## config.mk

```make
export PLATFORM = sky130hd
export DESIGN_NAME = rhh_ram
export DESIGN_NICKNAME = d
export VERILOG_FILES = /design/src/rtl/core/rhh_ram.sv
export SDC_FILE = /design/constraint.sdc
export NUM_CORES = 1
export LEC_CHECK = 0
export ABC_AREA = 1
export BUFFER_PORTS_ARGS = -buffer_cell sky130_fd_sc_hd__buf_2
export CAP_MARGIN = 10
export CORE_ASPECT_RATIO = 0.6
export CORE_MARGIN = 2
export CORE_UTILIZATION = 55
export CTS_CLUSTER_DIAMETER = 80
export DETAILED_ROUTE_END_ITERATION = 6
export PLACE_DENSITY = 0.82
export SETUP_SLACK_MARGIN = 0.2
export SYNTH_ARGS = -nofsm -noshare
export SYNTH_HDL_FRONTEND = slang
export SYNTH_SLANG_ARGS = --single-unit
```

## constraint.sdc

```tcl
create_clock -name clk -period 1.4 [get_ports clk]
set_clock_uncertainty 0.2 [all_clocks]
set_input_delay 0.14 -clock clk [delete_from_list [all_inputs] [get_ports clk]]
set_output_delay 0.14 -clock clk [all_outputs]
set_load 0.1 [all_outputs]
```

## src/rtl/core/rhh_ram.sv

```systemverilog
// Generic single-write, single-read RAM with registered read data.
module rhh_ram #(
  parameter int WIDTH = 8,
  parameter int DEPTH = 16
) (
  input  logic                     clk,
  input  logic                     we,
  input  logic [$clog2(DEPTH)-1:0] wr_addr,
  input  logic [WIDTH-1:0]         wr_data,
  input  logic                     re,
  input  logic [$clog2(DEPTH)-1:0] rd_addr,
  output logic [WIDTH-1:0]         rd_data
);

  logic [WIDTH-1:0] mem [DEPTH];

  always_ff @(posedge clk) begin
    if (we) begin
      mem[wr_addr] <= wr_data;
    end
    if (re) begin
      rd_data <= mem[rd_addr];
    end
  end

endmodule

```

# ---- After elaboration in Yosys (flattened, before gate mapping)
# Memories as Yosys holds them, arrays and structs flattened. A register that Yosys moved wholly into a read port is not among the register bits.
# Cells that the tools add are included.
dict set report word_totals {
  register_bits 0
  ramBits 128
  output_inout_bits 8
  n_memories 1
}
dict set report op_classes {
  muxes 2
}
# name words width read_ports rd_clocked_by_memory_dff write_ports line_no
set mem_list {}
lappend mem_list {mem 16 8 1 1 1 15} ;# logic [WIDTH-1:0] mem [DEPTH];
# cell n
set ops {}
lappend ops {{$mux 1} 2}

# ---- Depth between registers and ports, before layout
dict set report logic_depth {
  depth_word 2
  mapped_depth 8
  mapped_depth_nobuf 7
}

# ---- Least setup slack after synthesis
# OpenSTA, ideal clock, no wires.
dict set report synth_timing {
  path_type {input to register}
  from {in wr_addr[3]}
  to {mem mem[4][0] (enable)}
  setup_ps 370
  arrival_ps 721
  t_required_ps 830
  setup_slack_ps 109
  stages 2
  path_buffers 0
  cell_sequence {nand3b_1 > nor2_1}
}
# element line_no
set synth_lines {}
lappend synth_lines {{start: declaration} 8} ;# input logic [$clog2(DEPTH)-1:0] wr_addr,
lappend synth_lines {{end: declaration} 15}
# No word-level cell before the write port.

# ---- Worst setup path in the final report
dict set report layout_timing {
  from {reg rd_data[6], read port of mem}
  to {out rd_data[6]}
}
# element line_no
set layout_lines {}
lappend layout_lines {{start: declaration} 12} ;# output logic [WIDTH-1:0] rd_data
# No word-level cell between the ends.

==> impl_metrics.toml <==
[finish]
nNetsFinal = 628
areaGrowthSynthToFinish_pct = 26.4
fillers = 721
drive_above_1_share_pct = 24.4
n_antenna_cell = 0
seqCellArea_um2 = 4080
multiInputGateArea_um2 = 1530
layout.cells.non_filler = 761

[worst_setup_path]
critPathSlowestCell = "edfxtp_1"
ff2ff_path_depth = 6
end_kind = "output port"
cp_num_buf_inv = 1
cp-start-kind = "flop"
path_cells = "buf_12"
worstPathRequired_ns = 1.06
r2r-end = "rd_data[1]$_DFFE_PP_"
crit_family = "flip-flops"
timing.rr.start = "mem[9][1]$_DFFE_PP_"
max_stage_delay_ns = 0.48
cp.arrival_ns = 1.11
worstSetupPathType = "reg -> out"
rrSetupSlack_ns = 0.07
critPathMaxFanout = 1

[floorplan]
num_rows = 29
fp.dieArea_um2 = 11500
die_w_um = 137
initial_core_util_pct = 56.0
fp.dieH_um = 83.9
io-pin-count = 27
core-area_um2 = 10500

[yosys]
ys.warnings.count = 0
synthCells = 551
postSynthAreaPerCell_um2 = 10.6
yosysUniqueCellTypes = 11
syn_area_um2 = 5850
synth-seq-cells = 136
ys_seq_area_share_pct = 69.8
syn_nets = 570

[grt]
grt_use_total_pct = 27.9
grt_pass1_wl_um = 22800
grt_overflow = 0
grt_pass1_vias = 4160
antenna_found_initial = 1
grt_max_degree = 36

[sta]
finalCriticalPeriod_ns = 1.45
setup_viol = 1
tightest_slew_ns = 0.705
postLayoutSetupSlackWorst_ns = -0.0475
finalCritPeriodShare_pct = 103
finalHoldViolCount = 0
clock.fmax_ghz = 0.691
slew_viol_final = 0
slew_headroom_pct = 52.9
rsz0062_at_grt = "yes"

[min_path]
hold_end = "rd_data[4]$_DFFE_PP_"
hold_start = "rd_addr[3]"
min_path_type = "in -> reg"
holdPathStages = 4

[routing]
drtIter0Drc = 542
top_layer_used = "met4"
drt_wl_total_um = 15000
dr_total_vias = 4145
dr_wl_met3_um = 1880
wl_met1_um = 5990
vias_per_cell = 5.45
wl_per_cell_um = 19.6
antenna_left = 0
drtPass1Iterations = 5
wl_met2_um = 6760
drc = 0

[outcome]
violations = "negative setup slack"
outcome = "complete, but fails checks"

[clock_tree]
post_cts_buffers = 0
cts_max_path_buffers = 2
clock-sinks = 136
clkSlewWorstSetupHoldPaths_ns = 0.06
numCtsBuffers = 17
worstSkewPairLatency_ns = 0.42
cts.htree.levels = 4
root_buffer = "clkbuf_16"
cts_tree = "done"

[pwr]
power_density_nw_per_um2 = 1340
ir_worst_vdd_uv = 1010
leakagePower_nw = 3.17

[placement]
placed_cells = 719
place.detailed.hpwl_um = 9080
place_congestion = 0.966
port_buffers = 26
place_ws_ns = -0.148

[run]
drv_cap = 0
-- flip-flops by register name, summed over array words and instances, names as in the netlist --
signal   flops
mem        128
rd_data      8
-- where the power goes --
part	switching [mW]	leakage, nW	internal (mW)	total [mW]
Sequential	0.0398	1.24	4.59	4.63
Combinational	0.616	1.66	0.291	0.907
Clock	1.60	0.276	2.75	4.34
Total	2.25	3.17	7.63	9.88
-- placed cells by master (no fill, tap or decap), types with 10 or more instances in the layout --
cell type	n
nand2_1	165
dlygate4sd3_1	10
nor2_1	11
buf_4	19
nand3_1	42
buf_2	18
edfxtp_1	136
buf_12	16
clkbuf_16	17
inv_1	96
nand3_2	54
-- through the flow --
step	utilization (%)	setup TNS, ns	area (µm²)	hold WS, ns	power (mW)
finish	70.7	-0.0475	7390	0.102	9.88
global route	70.7	-0.0804	7390	0.0901	10.1
CTS	69.9	-0.0494	7300	0.0390	9.84
detailed placement	61.5	-0.928	6420	0.309	5.49
global placement	61.5	-0.760	6420	0.310	5.47
floorplan	-	0	5860	0.0389	5.16
-- logic make-up (layout without fill, tap and decap cells) --
group	count (synthesis)	count (layout)	share of synthesized area (%)
simple gates	289	289	20.8
buf+inv	126	197	9.39
flops	136	136	69.8
-- worst register-to-register path, cell delays in order, from the launching register on --
cell      delay [ns]
edfxtp_1        0.39
inv_1           0.08
nand2_1         0.07
nand3_2         0.09
nand3_2         0.13
nand3_2         0.08
nand2_1         0.05
-- per-layer routing --
layer,up-vias,global-route usage [%]
li1,1895,-
met1,1956,38.8
met2,262,39.7
met3,32,11.2
met4,0,10.2
met5,-,0
-- repair_timing --
| action | in CTS | in global routing |
|---|---|---|
| pin swaps | 35 | 18 |
| hold buffers | 10 | 0 |
| endpoints found under the hold margin | 137 | 0 |
| setup endpoints to repair | 16 | 16 |
| cloned | 0 | 0 |
| resized for setup | 47 | 20 |
-- area by class of cell --
type                            count  share of cell area [%]
Clock inverter                     13                    1.83
Tap cell                          139                    2.35
Timing Repair Buffer               63                    8.83
Sequential cell                   136                    55.2
Clock buffer                       19                    5.86
Multi-Input combinational cell    289                    20.7
Inverter                          102                    5.18
-- how the worst max path moves through the flow --
stage | from | to | slack [ns] | cells after the start
2_1_floorplan | wr_addr[2] | mem[10][0]$_DFFE_PP_ | 0.11 | 2
3_3_place_gp | rd_addr[0] | rd_data[4]$_DFFE_PP_ | -0.13 | 9
3_5_place_dp | rd_addr[0] | rd_data[4]$_DFFE_PP_ | -0.15 | 9
4_1_cts | rd_data[6]$_DFFE_PP_ | rd_data[6] | -0.05 | 1
5_1_grt | rd_data[6]$_DFFE_PP_ | rd_data[6] | -0.07 | 1
6_report | rd_data[6]$_DFFE_PP_ | rd_data[6] | -0.05 | 1
-- cells in the mapped netlist --
| master | n | area [µm²] |
|---|---|---|
| buf_6 | 6 | 67.6 |
| nor2_1 | 17 | 63.8 |
| nand3b_1 | 2 | 15.0 |
| buf_2 | 13 | 65.1 |
| nand2_1 | 173 | 649 |
| buf_4 | 4 | 30.0 |
| edfxtp_1 | 136 | 4080 |
| inv_2 | 2 | 7.51 |
| buf_1 | 1 | 3.75 |
| nand3_1 | 97 | 485 |
| inv_1 | 100 | 375 |
(Power assumes the default switching activity.)
