## config.mk

```make
export PLATFORM = sky130hd
export DESIGN_NAME = rhh_probe_unit
export DESIGN_NICKNAME = d
export VERILOG_FILES = /design/src/rtl/core/rhh_pkg.sv /design/src/rtl/core/rhh_probe_unit.sv
export SDC_FILE = /design/constraint.sdc
export NUM_CORES = 1
export LEC_CHECK = 0
export BUFFER_PORTS_ARGS = -buffer_cell sky130_fd_sc_hd__clkbuf_2
export CAP_MARGIN = 5
export CORE_AREA = 2 2 67 69
export DETAILED_ROUTE_END_ITERATION = 6
export DIE_AREA = 0 0 69 71
export GPL_TIMING_DRIVEN = 0
export MAX_ROUTING_LAYER = met4
export PLACE_DENSITY = 0.69
export SLEW_MARGIN = 25
export SYNTH_ARGS = -nofsm -noshare
export SYNTH_HDL_FRONTEND = slang
export SYNTH_SLANG_ARGS = --single-unit
```

## constraint.sdc

```tcl
create_clock -name vclk -period 1.1
set_input_delay 0.11 -clock vclk [all_inputs]
set_output_delay 0.11 -clock vclk [all_outputs]
set_load 0.02 [all_outputs]
```

## src/rtl/core/rhh_pkg.sv

```systemverilog
// Shared types, sizes and codes for the Robin Hood hash table.
package rhh_pkg;

  localparam int MAX_SIZE_LOG2 = 10;
  localparam int PROBE_MAX     = 16;
  localparam int PAYLOAD_BITS  = 32;
  localparam int KEY_BITS      = 64;

  localparam int SLOT_DEPTH = (1 << MAX_SIZE_LOG2) + PROBE_MAX;
  localparam int ADDR_BITS  = $clog2(SLOT_DEPTH);
  localparam int POS_BITS   = $clog2(SLOT_DEPTH + 1);
  localparam int HOME_BITS  = MAX_SIZE_LOG2;
  localparam int DIST_BITS  = $clog2(PROBE_MAX + 1);

  localparam int COUNT_BITS  = 11;
  localparam int STATUS_BITS = 3;
  localparam int SLOG_BITS   = 4;
  localparam int LIMIT_BITS  = 5;

  localparam int CFG_INDEX_BITS = 1;
  localparam int CFG_DATA_BITS  = 5;

  localparam logic [CFG_INDEX_BITS-1:0] CFG_SIZE_LOG2  = 1'd0;
  localparam logic [CFG_INDEX_BITS-1:0] CFG_WALK_LIMIT = 1'd1;

  localparam logic OP_INSERT = 1'b0;
  localparam logic OP_LOOKUP = 1'b1;

  localparam logic [STATUS_BITS-1:0] ST_INSERTED  = 3'd0;
  localparam logic [STATUS_BITS-1:0] ST_DUPLICATE = 3'd1;
  localparam logic [STATUS_BITS-1:0] ST_FOUND     = 3'd2;
  localparam logic [STATUS_BITS-1:0] ST_NOT_FOUND = 3'd3;
  localparam logic [STATUS_BITS-1:0] ST_FULL      = 3'd4;

  typedef struct packed {
    logic                    operation;
    logic [KEY_BITS-1:0]     key;
    logic [PAYLOAD_BITS-1:0] payload;
  } req_t;

  typedef struct packed {
    logic [STATUS_BITS-1:0]  status;
    logic [PAYLOAD_BITS-1:0] found_payload;
    logic [KEY_BITS-1:0]     spill_key;
    logic [PAYLOAD_BITS-1:0] spill_payload;
    logic [COUNT_BITS-1:0]   stored_count;
    logic                    half_full;
  } rsp_t;

  typedef struct packed {
    logic                    present;
    logic [DIST_BITS-1:0]    distance;
    logic [KEY_BITS-1:0]     key;
    logic [PAYLOAD_BITS-1:0] payload;
  } slot_t;

  localparam int SLOT_BITS = $bits(slot_t);

  typedef struct packed {
    logic occupied;
    logic key_equal;
    logic poorer;
  } probe_flags_t;

endpackage

```

## src/rtl/core/rhh_probe_unit.sv

```systemverilog
// Slot compare unit: key match and distance order against the carried entry.
module rhh_probe_unit import rhh_pkg::*; (
  input  slot_t                slot,
  input  logic [KEY_BITS-1:0]  carry_key,
  input  logic [DIST_BITS-1:0] carry_dist,
  output probe_flags_t         flags
);

  always_comb begin
    flags.occupied  = slot.present;
    flags.key_equal = (slot.key == carry_key);
    flags.poorer    = (slot.distance < carry_dist);
  end

endmodule

```

## Word level (Yosys, flattened, before mapping)

Cells that the tools add are included.

| word-level totals | value |
|---|---|
| memories | 0 |
| register bits | 0 |
| latch bits | 0 |
| logic and storage cells | 2 |
| memory bits (read-only) | 0 |
| memory bits (writable) | 0 |
| bits of input ports | 171 |
| output and inout port bits | 3 |

| operators by class | value |
|---|---|
| reductions and logical operators | 0 |
| bitwise logic cells | 0 |
| magnitude comparators | 1 |
| add/sub/neg operators | 0 |
| equal/unequal tests | 1 |
| multiplexer cells | 0 |
| shifts and indexed selects | 0 |
| $mul | 0 |
| divide/modulo/power cells | 0 |

Operators with widths:

| kind | count |
|---|---|
| $eq A64 B64 Y1 | 1 |
| $lt A5 B5 Y1 | 1 |

## Longest topological paths before layout

Gate-level depths: netlist (run 1).

| depth | value |
|---|---|
| depth in word-level cells | 1 |
| depth in mapped cells | 6 |
| gate-level depth less buffers | 6 |

## Worst setup path before layout (run 1)

OpenSTA, ideal clock, no wires.

| timing path | value |
|---|---|
| kind | input -> output |
| start point | in carry_key[10] |
| end point | out flags[1] in the netlist's numbering |
| path buffers | 0 |
| path slack | -174 ps |
| arrival | 1,164 ps |
| stages on the path | 4 |
| required time | 990 ps |
| path through | xor2_1 > nor4_1 > nand4_1 > nor4_2 |

RTL lines:

| element | line | source |
|---|---|---|
| start, declared | rhh_probe_unit.sv:4 | `input logic [KEY_BITS-1:0] carry_key,` |
| end, declared | rhh_probe_unit.sv:6 | `output probe_flags_t flags` |

==> out/results.tsv, run 1 <==
stage	metric	value	unit
global_route	grt_pass1_vias	1267	
worst_setup_path	path_class	in2out	
placed_design	placed_cells	293	
timing	setup_ws	-0.342	ns
global_route	grt_max_degree	3	
routing	remaining_drc_errors	0	
synthesis	synth-xor-area-share	69.6	%
timing	rsz0062_at_grt	true	
routing	wire_per_inst	9.86	microns
routing	wirelength	2.89	mm
routing	wl_met3	287	microns
layout	drive_gt1_share	63.5	%
floorplanning	core	4200	sq um
routing	drt_iter0_drc	4	
power_and_ir_drop	p_per_area	330	nW/um^2
outcome	violations	negative setup slack	
worst_setup_path	worstPathArrival	1.33	ns
global_route	track_usage	11.8	%
power_and_ir_drop	ir_drop	105	uV
routing	met1_length	892	microns
floorplanning	dieArea	4900	sq um
routing	drt_pass1_iterations	2	
synthesis	yosysSeqAreaShare	0	%
placed_design	io_buffer_count	141	
floorplanning	start_util	19.2	%
floorplanning	die_y	71	microns
synthesis	synth_area_per_cell	8.06	sq um
timing	fmax	0.694	GHz
timing	tightest_slew	0.299	ns
worst_setup_path	path_max_fanout	1	
layout	seq_area	0	sq um
timing	finalSetupViolations	2	
worst_hold_path	min_path_type	in2out	
global_route	antenna_found_initial	0	
layout	n_antenna_cell	0	
layout	final_cell_mix	clkbuf_2, xor2_1, nor4_1	
worst_setup_path	slowest_delay	0.32	ns
worst_setup_path	cp-end-kind	output pin	
worst_setup_path	path_cells	clkbuf_2, xor2_1, nor4_2, nand4_1, nor4_4, buf_4	
placed_design	dp.final_hpwl	2.71	mm
synthesis	synth_cell_type_count	13	
timing	timing.final.hold_violations	0	
outcome	status	finished, violations left	
synthesis	yosys_warnings	0	
routing	vias	1226	
worst_setup_path	cp.required	0.99	ns
job	cap_violations	0	
power_and_ir_drop	p_leak	0.000961	uW
global_route	grt_overflow	0	
layout	final_nets	418	
routing	via_per_inst	4.18	
floorplanning	ioPinCount	174	
synthesis	syn_inst	100	
timing	slew_headroom	79.9	%
placed_design	gp_congestion	0.724	
synthesis	syn_nets	275	
worst_setup_path	slowest_stage	nor4_2	
timing	fin_crit_sh	131	%
timing	worst_hold_slack	0.451	ns
timing	setup-tns-final	-0.347	ns
global_route	grt_pass1_wl	4.92	mm
synthesis	synth_compound_area_share	2.33	%
timing	drv_slew	0	
layout	mostFrequentLayoutCell	clkbuf_2	
synthesis	synthMuxAreaShare	0	%
routing	routed.top_layer	met3	
layout	num-clock-buffers	0	
synthesis	synth_top_family_by_area	XOR/XNOR gates	
worst_setup_path	crit_start	carry_key[51]	
layout	stdcell_count	293	
synthesis	yosys.area_share.simple	19.1	%
cts	postCtsSetupRepairBufs	0	
timing	period_minus_slack	1.44	ns
routing	drtAntennaViolNets	0	
routing	wl_met2	1.71	mm
floorplanning	die_w	69	microns
layout	seq_cells	0	
synthesis	yosys.area_share.adder	6.21	%
synthesis	netlist_area	806	sq um
worst_setup_path	start_kind	primary input	
floorplanning	placementRows	24	
layout	area_growth_syn_to_layout	107	%
worst_setup_path	crit_end	flags[1]	
==> worst min-delay path by stage <==
stage / startpoint / endpoint / slack, ns / cells past startpoint
6_report: slot[101] / flags[2] / 0.45 / 2
5_1_grt: slot[101] / flags[2] / 0.46 / 2
4_1_cts: slot[101] / flags[2] / 0.45 / 2
3_5_place_dp: slot[101] / flags[2] / 0.45 / 2
3_3_place_gp: slot[101] / flags[2] / 0.45 / 2
2_1_floorplan: slot[101] / flags[2] / 0.33 / 1
==> critical path, delay by kind of cell <==
| family | cells | cell delay, ns |
|---|---|---|
| buffers and inverters | 2 | 0.27 |
| and+or+nand+nor | 3 | 0.80 |
| xor gates and xnor gates | 1 | 0.16 |
==> cell families (layout without fill, tap and decap cells) <==
kind of cell | count (synthesis) | after routing
buffers and inverters | 5 | 146
adders and majority gates | 4 | 4
xor gates and xnor gates | 64 | 64
and+or+nand+nor | 24 | 24
AOI/OAI and AO/OA | 3 | 3
==> cell type report <==
type	instances	area (sq um)
plain buffers	1	7.51
fillers	444	2540
inverters	4	17.5
multi-input cells	95	852
well taps	52	65.1
repair buffers	141	723
==> cells in the mapped netlist, drive strengths merged <==
cell type | number | share of area, %
xor2 | 64 | 70
nor4 | 17 | 14
ha | 4 | 6.2
inv | 4 | 1.9
nand4 | 4 | 3.1
a21oi | 1 | 0.62
buf | 1 | 0.93
nand2b | 1 | 0.78
nor2 | 1 | 0.47
nor2b | 1 | 0.78
o21ai | 1 | 0.62
o2bb2ai | 1 | 1.1
==> power breakdown <==
| group | switching [uW] | internal [uW] | leakage [uW] | total, uW |
|---|---|---|---|---|
| Sequential | 0 | 0 | 0 | 0 |
| Combinational | 229 | 320 | 0.000961 | 550 |
| Clock | 0 | 0 | 0 | 0 |
| Total | 229 | 320 | 0.000961 | 550 |
==> repair_timing <==
action	in CTS	in global routing
resized for setup	11	9
hold buffers	0	0
pin swaps	12	7
endpoints found under the setup margin	2	2
==> per-layer routing <==
metal	GRT usage, %	vias up
met2	24.6	71
met1	11.6	528
met5	-	-
li1	-	627
met4	0.871	0
met3	2.14	0
==> through the flow <==
| step | utilization [%] | setup slack [ns] | area (sq um) | total power, uW |
|---|---|---|---|---|
| after global routing | 39.6 | -0.464 | 1670 | 616 |
| after detailed placement | 37.7 | -0.474 | 1590 | 510 |
| after CTS | 39.0 | -0.394 | 1640 | 542 |
| after global placement | 37.7 | -0.464 | 1590 | 499 |
| final | 39.6 | -0.342 | 1670 | 550 |
| after floorplan | - | -0.109 | 815 | 200 |
Power figures use the tool's default switching activity.
==> run 2, diff against run 1 <==
--- a/config.mk
+++ b/config.mk
@@ -7,12 +7,12 @@
 export LEC_CHECK = 0
 export BUFFER_PORTS_ARGS = -buffer_cell sky130_fd_sc_hd__clkbuf_2
 export CAP_MARGIN = 5
-export CORE_AREA = 2 2 67 69
+export CORE_AREA = 5 5 65 67
 export DETAILED_ROUTE_END_ITERATION = 6
-export DIE_AREA = 0 0 69 71
+export DIE_AREA = 0 0 70 72
 export GPL_TIMING_DRIVEN = 0
 export MAX_ROUTING_LAYER = met4
-export PLACE_DENSITY = 0.69
+export PLACE_DENSITY = 0.78
 export SLEW_MARGIN = 25
 export SYNTH_ARGS = -nofsm -noshare
 export SYNTH_HDL_FRONTEND = slang
==> run 2 against run 1 <==
Against the previous run: the run still ends with negative setup slack left; combinational power fell by 2%; core utilization up 6.3 points; via count fell by 2.9%; total power fell by 2.3%; non-clock buffer count is the same; clock-buffer cell count is the same; worst hold slack worse by 0.0040 ns; first-iteration DRC count shrank 75%; highest routed layer unchanged; global-route usage hardly changed; design area fell by 1.4%; routed wire length rose by 14%.
==> out/results.tsv, run 2 (same netlist as run 1, synthesis figures left out) <==
stage	metric	value	unit
routing	drt_iter0_drc	1	
worst_hold_path	min_path_type	in2out	
floorplanning	die_y	72	microns
placed_design	gp_congestion	0.783	
routing	remaining_drc_errors	0	
power_and_ir_drop	ir_drop	143	uV
worst_setup_path	path_cells	buf_6, xor2_1, nor4_1, nand4_1, nor4_4, clkbuf_8	
layout	seq_area	0	sq um
floorplanning	dieArea	5040	sq um
timing	setup-tns-final	-0.420	ns
routing	vias	1191	
timing	tightest_slew	0.295	ns
routing	wirelength	3.28	mm
global_route	antenna_found_initial	0	
floorplanning	ioPinCount	174	
layout	mostFrequentLayoutCell	clkbuf_2	
layout	n_antenna_cell	0	
layout	num-clock-buffers	0	
worst_setup_path	path_max_fanout	1	
outcome	violations	negative setup slack	
placed_design	io_buffer_count	141	
worst_setup_path	slowest_stage	nor4_1	
timing	setup_ws	-0.392	ns
routing	via_per_inst	4.12	
floorplanning	core	3580	sq um
layout	seq_cells	0	
floorplanning	start_util	22.5	%
layout	area_growth_syn_to_layout	104	%
routing	wire_per_inst	11.3	microns
layout	final_cell_mix	clkbuf_2, xor2_1, nor4_1	
worst_setup_path	start_kind	primary input	
outcome	status	finished, violations left	
routing	drt_pass1_iterations	2	
worst_setup_path	path_class	in2out	
job	cap_violations	0	
routing	drtAntennaViolNets	0	
worst_setup_path	slowest_delay	0.32	ns
layout	final_nets	418	
power_and_ir_drop	p_per_area	327	nW/um^2
power_and_ir_drop	p_leak	0.000960	uW
timing	fmax	0.670	GHz
timing	finalSetupViolations	2	
global_route	grt_max_degree	3	
worst_setup_path	worstPathArrival	1.38	ns
layout	final_core_util	45.9	%
placed_design	dp.final_hpwl	3.12	mm
timing	slew_headroom	80.1	%
global_route	grt_pass1_wl	5.02	mm
timing	period_minus_slack	1.49	ns
timing	timing.final.hold_violations	0	
global_route	grt_overflow	0	
floorplanning	placementRows	22	
timing	rsz0062_at_grt	true	
worst_setup_path	cp.required	0.99	ns
floorplanning	die_w	70	microns
global_route	track_usage	11.8	%
layout	drive_gt1_share	61.8	%
timing	drv_slew	0	
global_route	grt_pass1_vias	1261	
worst_setup_path	cp-end-kind	output pin	
timing	fin_crit_sh	136	%
-- run 2: cell types whose count changed in the layout (fill, tap and decap cells not counted) --
| cell | previous run | this run |
|---|---|---|
| nor4_1 | 9 | 13 |
| nor4_2 | 7 | 3 |
| buf_4 | 3 | 2 |
| clkbuf_8 | 0 | 1 |
-- run 2: worst paths after layout --
kind,depth (start not counted),to,slack (ns),start
max,6,flags[1],-0.39,slot[71]
min,2,flags[2],0.45,slot[101]
-- run 2: timing repair --
action / 4_1_cts / 5_1_grt
endpoints found under the hold margin: 0 / 0
hold buffers: 0 / 0
buffers inserted: 0 / 0
endpoints found under the setup margin: 2 / 2
pin swaps: 5 / 13
gates resized for setup: 8 / 6
-- run 2: final cells by class --
class                      count  area, sq um
timing repair buffer         141          729
buffer                         1         7.51
tap                           48         60.1
fill                         375         1940
multi-input combinational     95          827
inverter                       4         17.5
-- run 2: where the power goes --
part           total, uW  internal (uW)  switching (uW)  leakage (uW)
logic                537            317             220      0.000960
registers              0              0               0             0
clock network          0              0               0             0
-- run 2: metrics by stage --
step                setup slack [ns]  power, uW  instances  hold slack (ns)  area, sq um
finish                        -0.392        537        289            0.447         1640
global route                  -0.473        597        289            0.453         1640
CTS                           -0.397        527        289            0.448         1610
detailed placement            -0.430        509        289            0.447         1580
global placement              -0.430        499        289            0.448         1580
floorplan                     -0.109        200        100            0.333          815
-- run 2: critical path: cells and delay by family --
kind                      cells  cell delay [ns]
and+or+nand+nor               3             0.84
buffers and inverters         2             0.28
xor gates and xnor gates      1             0.14
-- run 2: layer usage --
metal	GRT usage, %	vias up	wire, microns
met3	2.77	0	346
met5	-	-	0
met1	12.0	492	1100
met4	0	0	0
met2	24.1	72	1830
li1	-	627	-
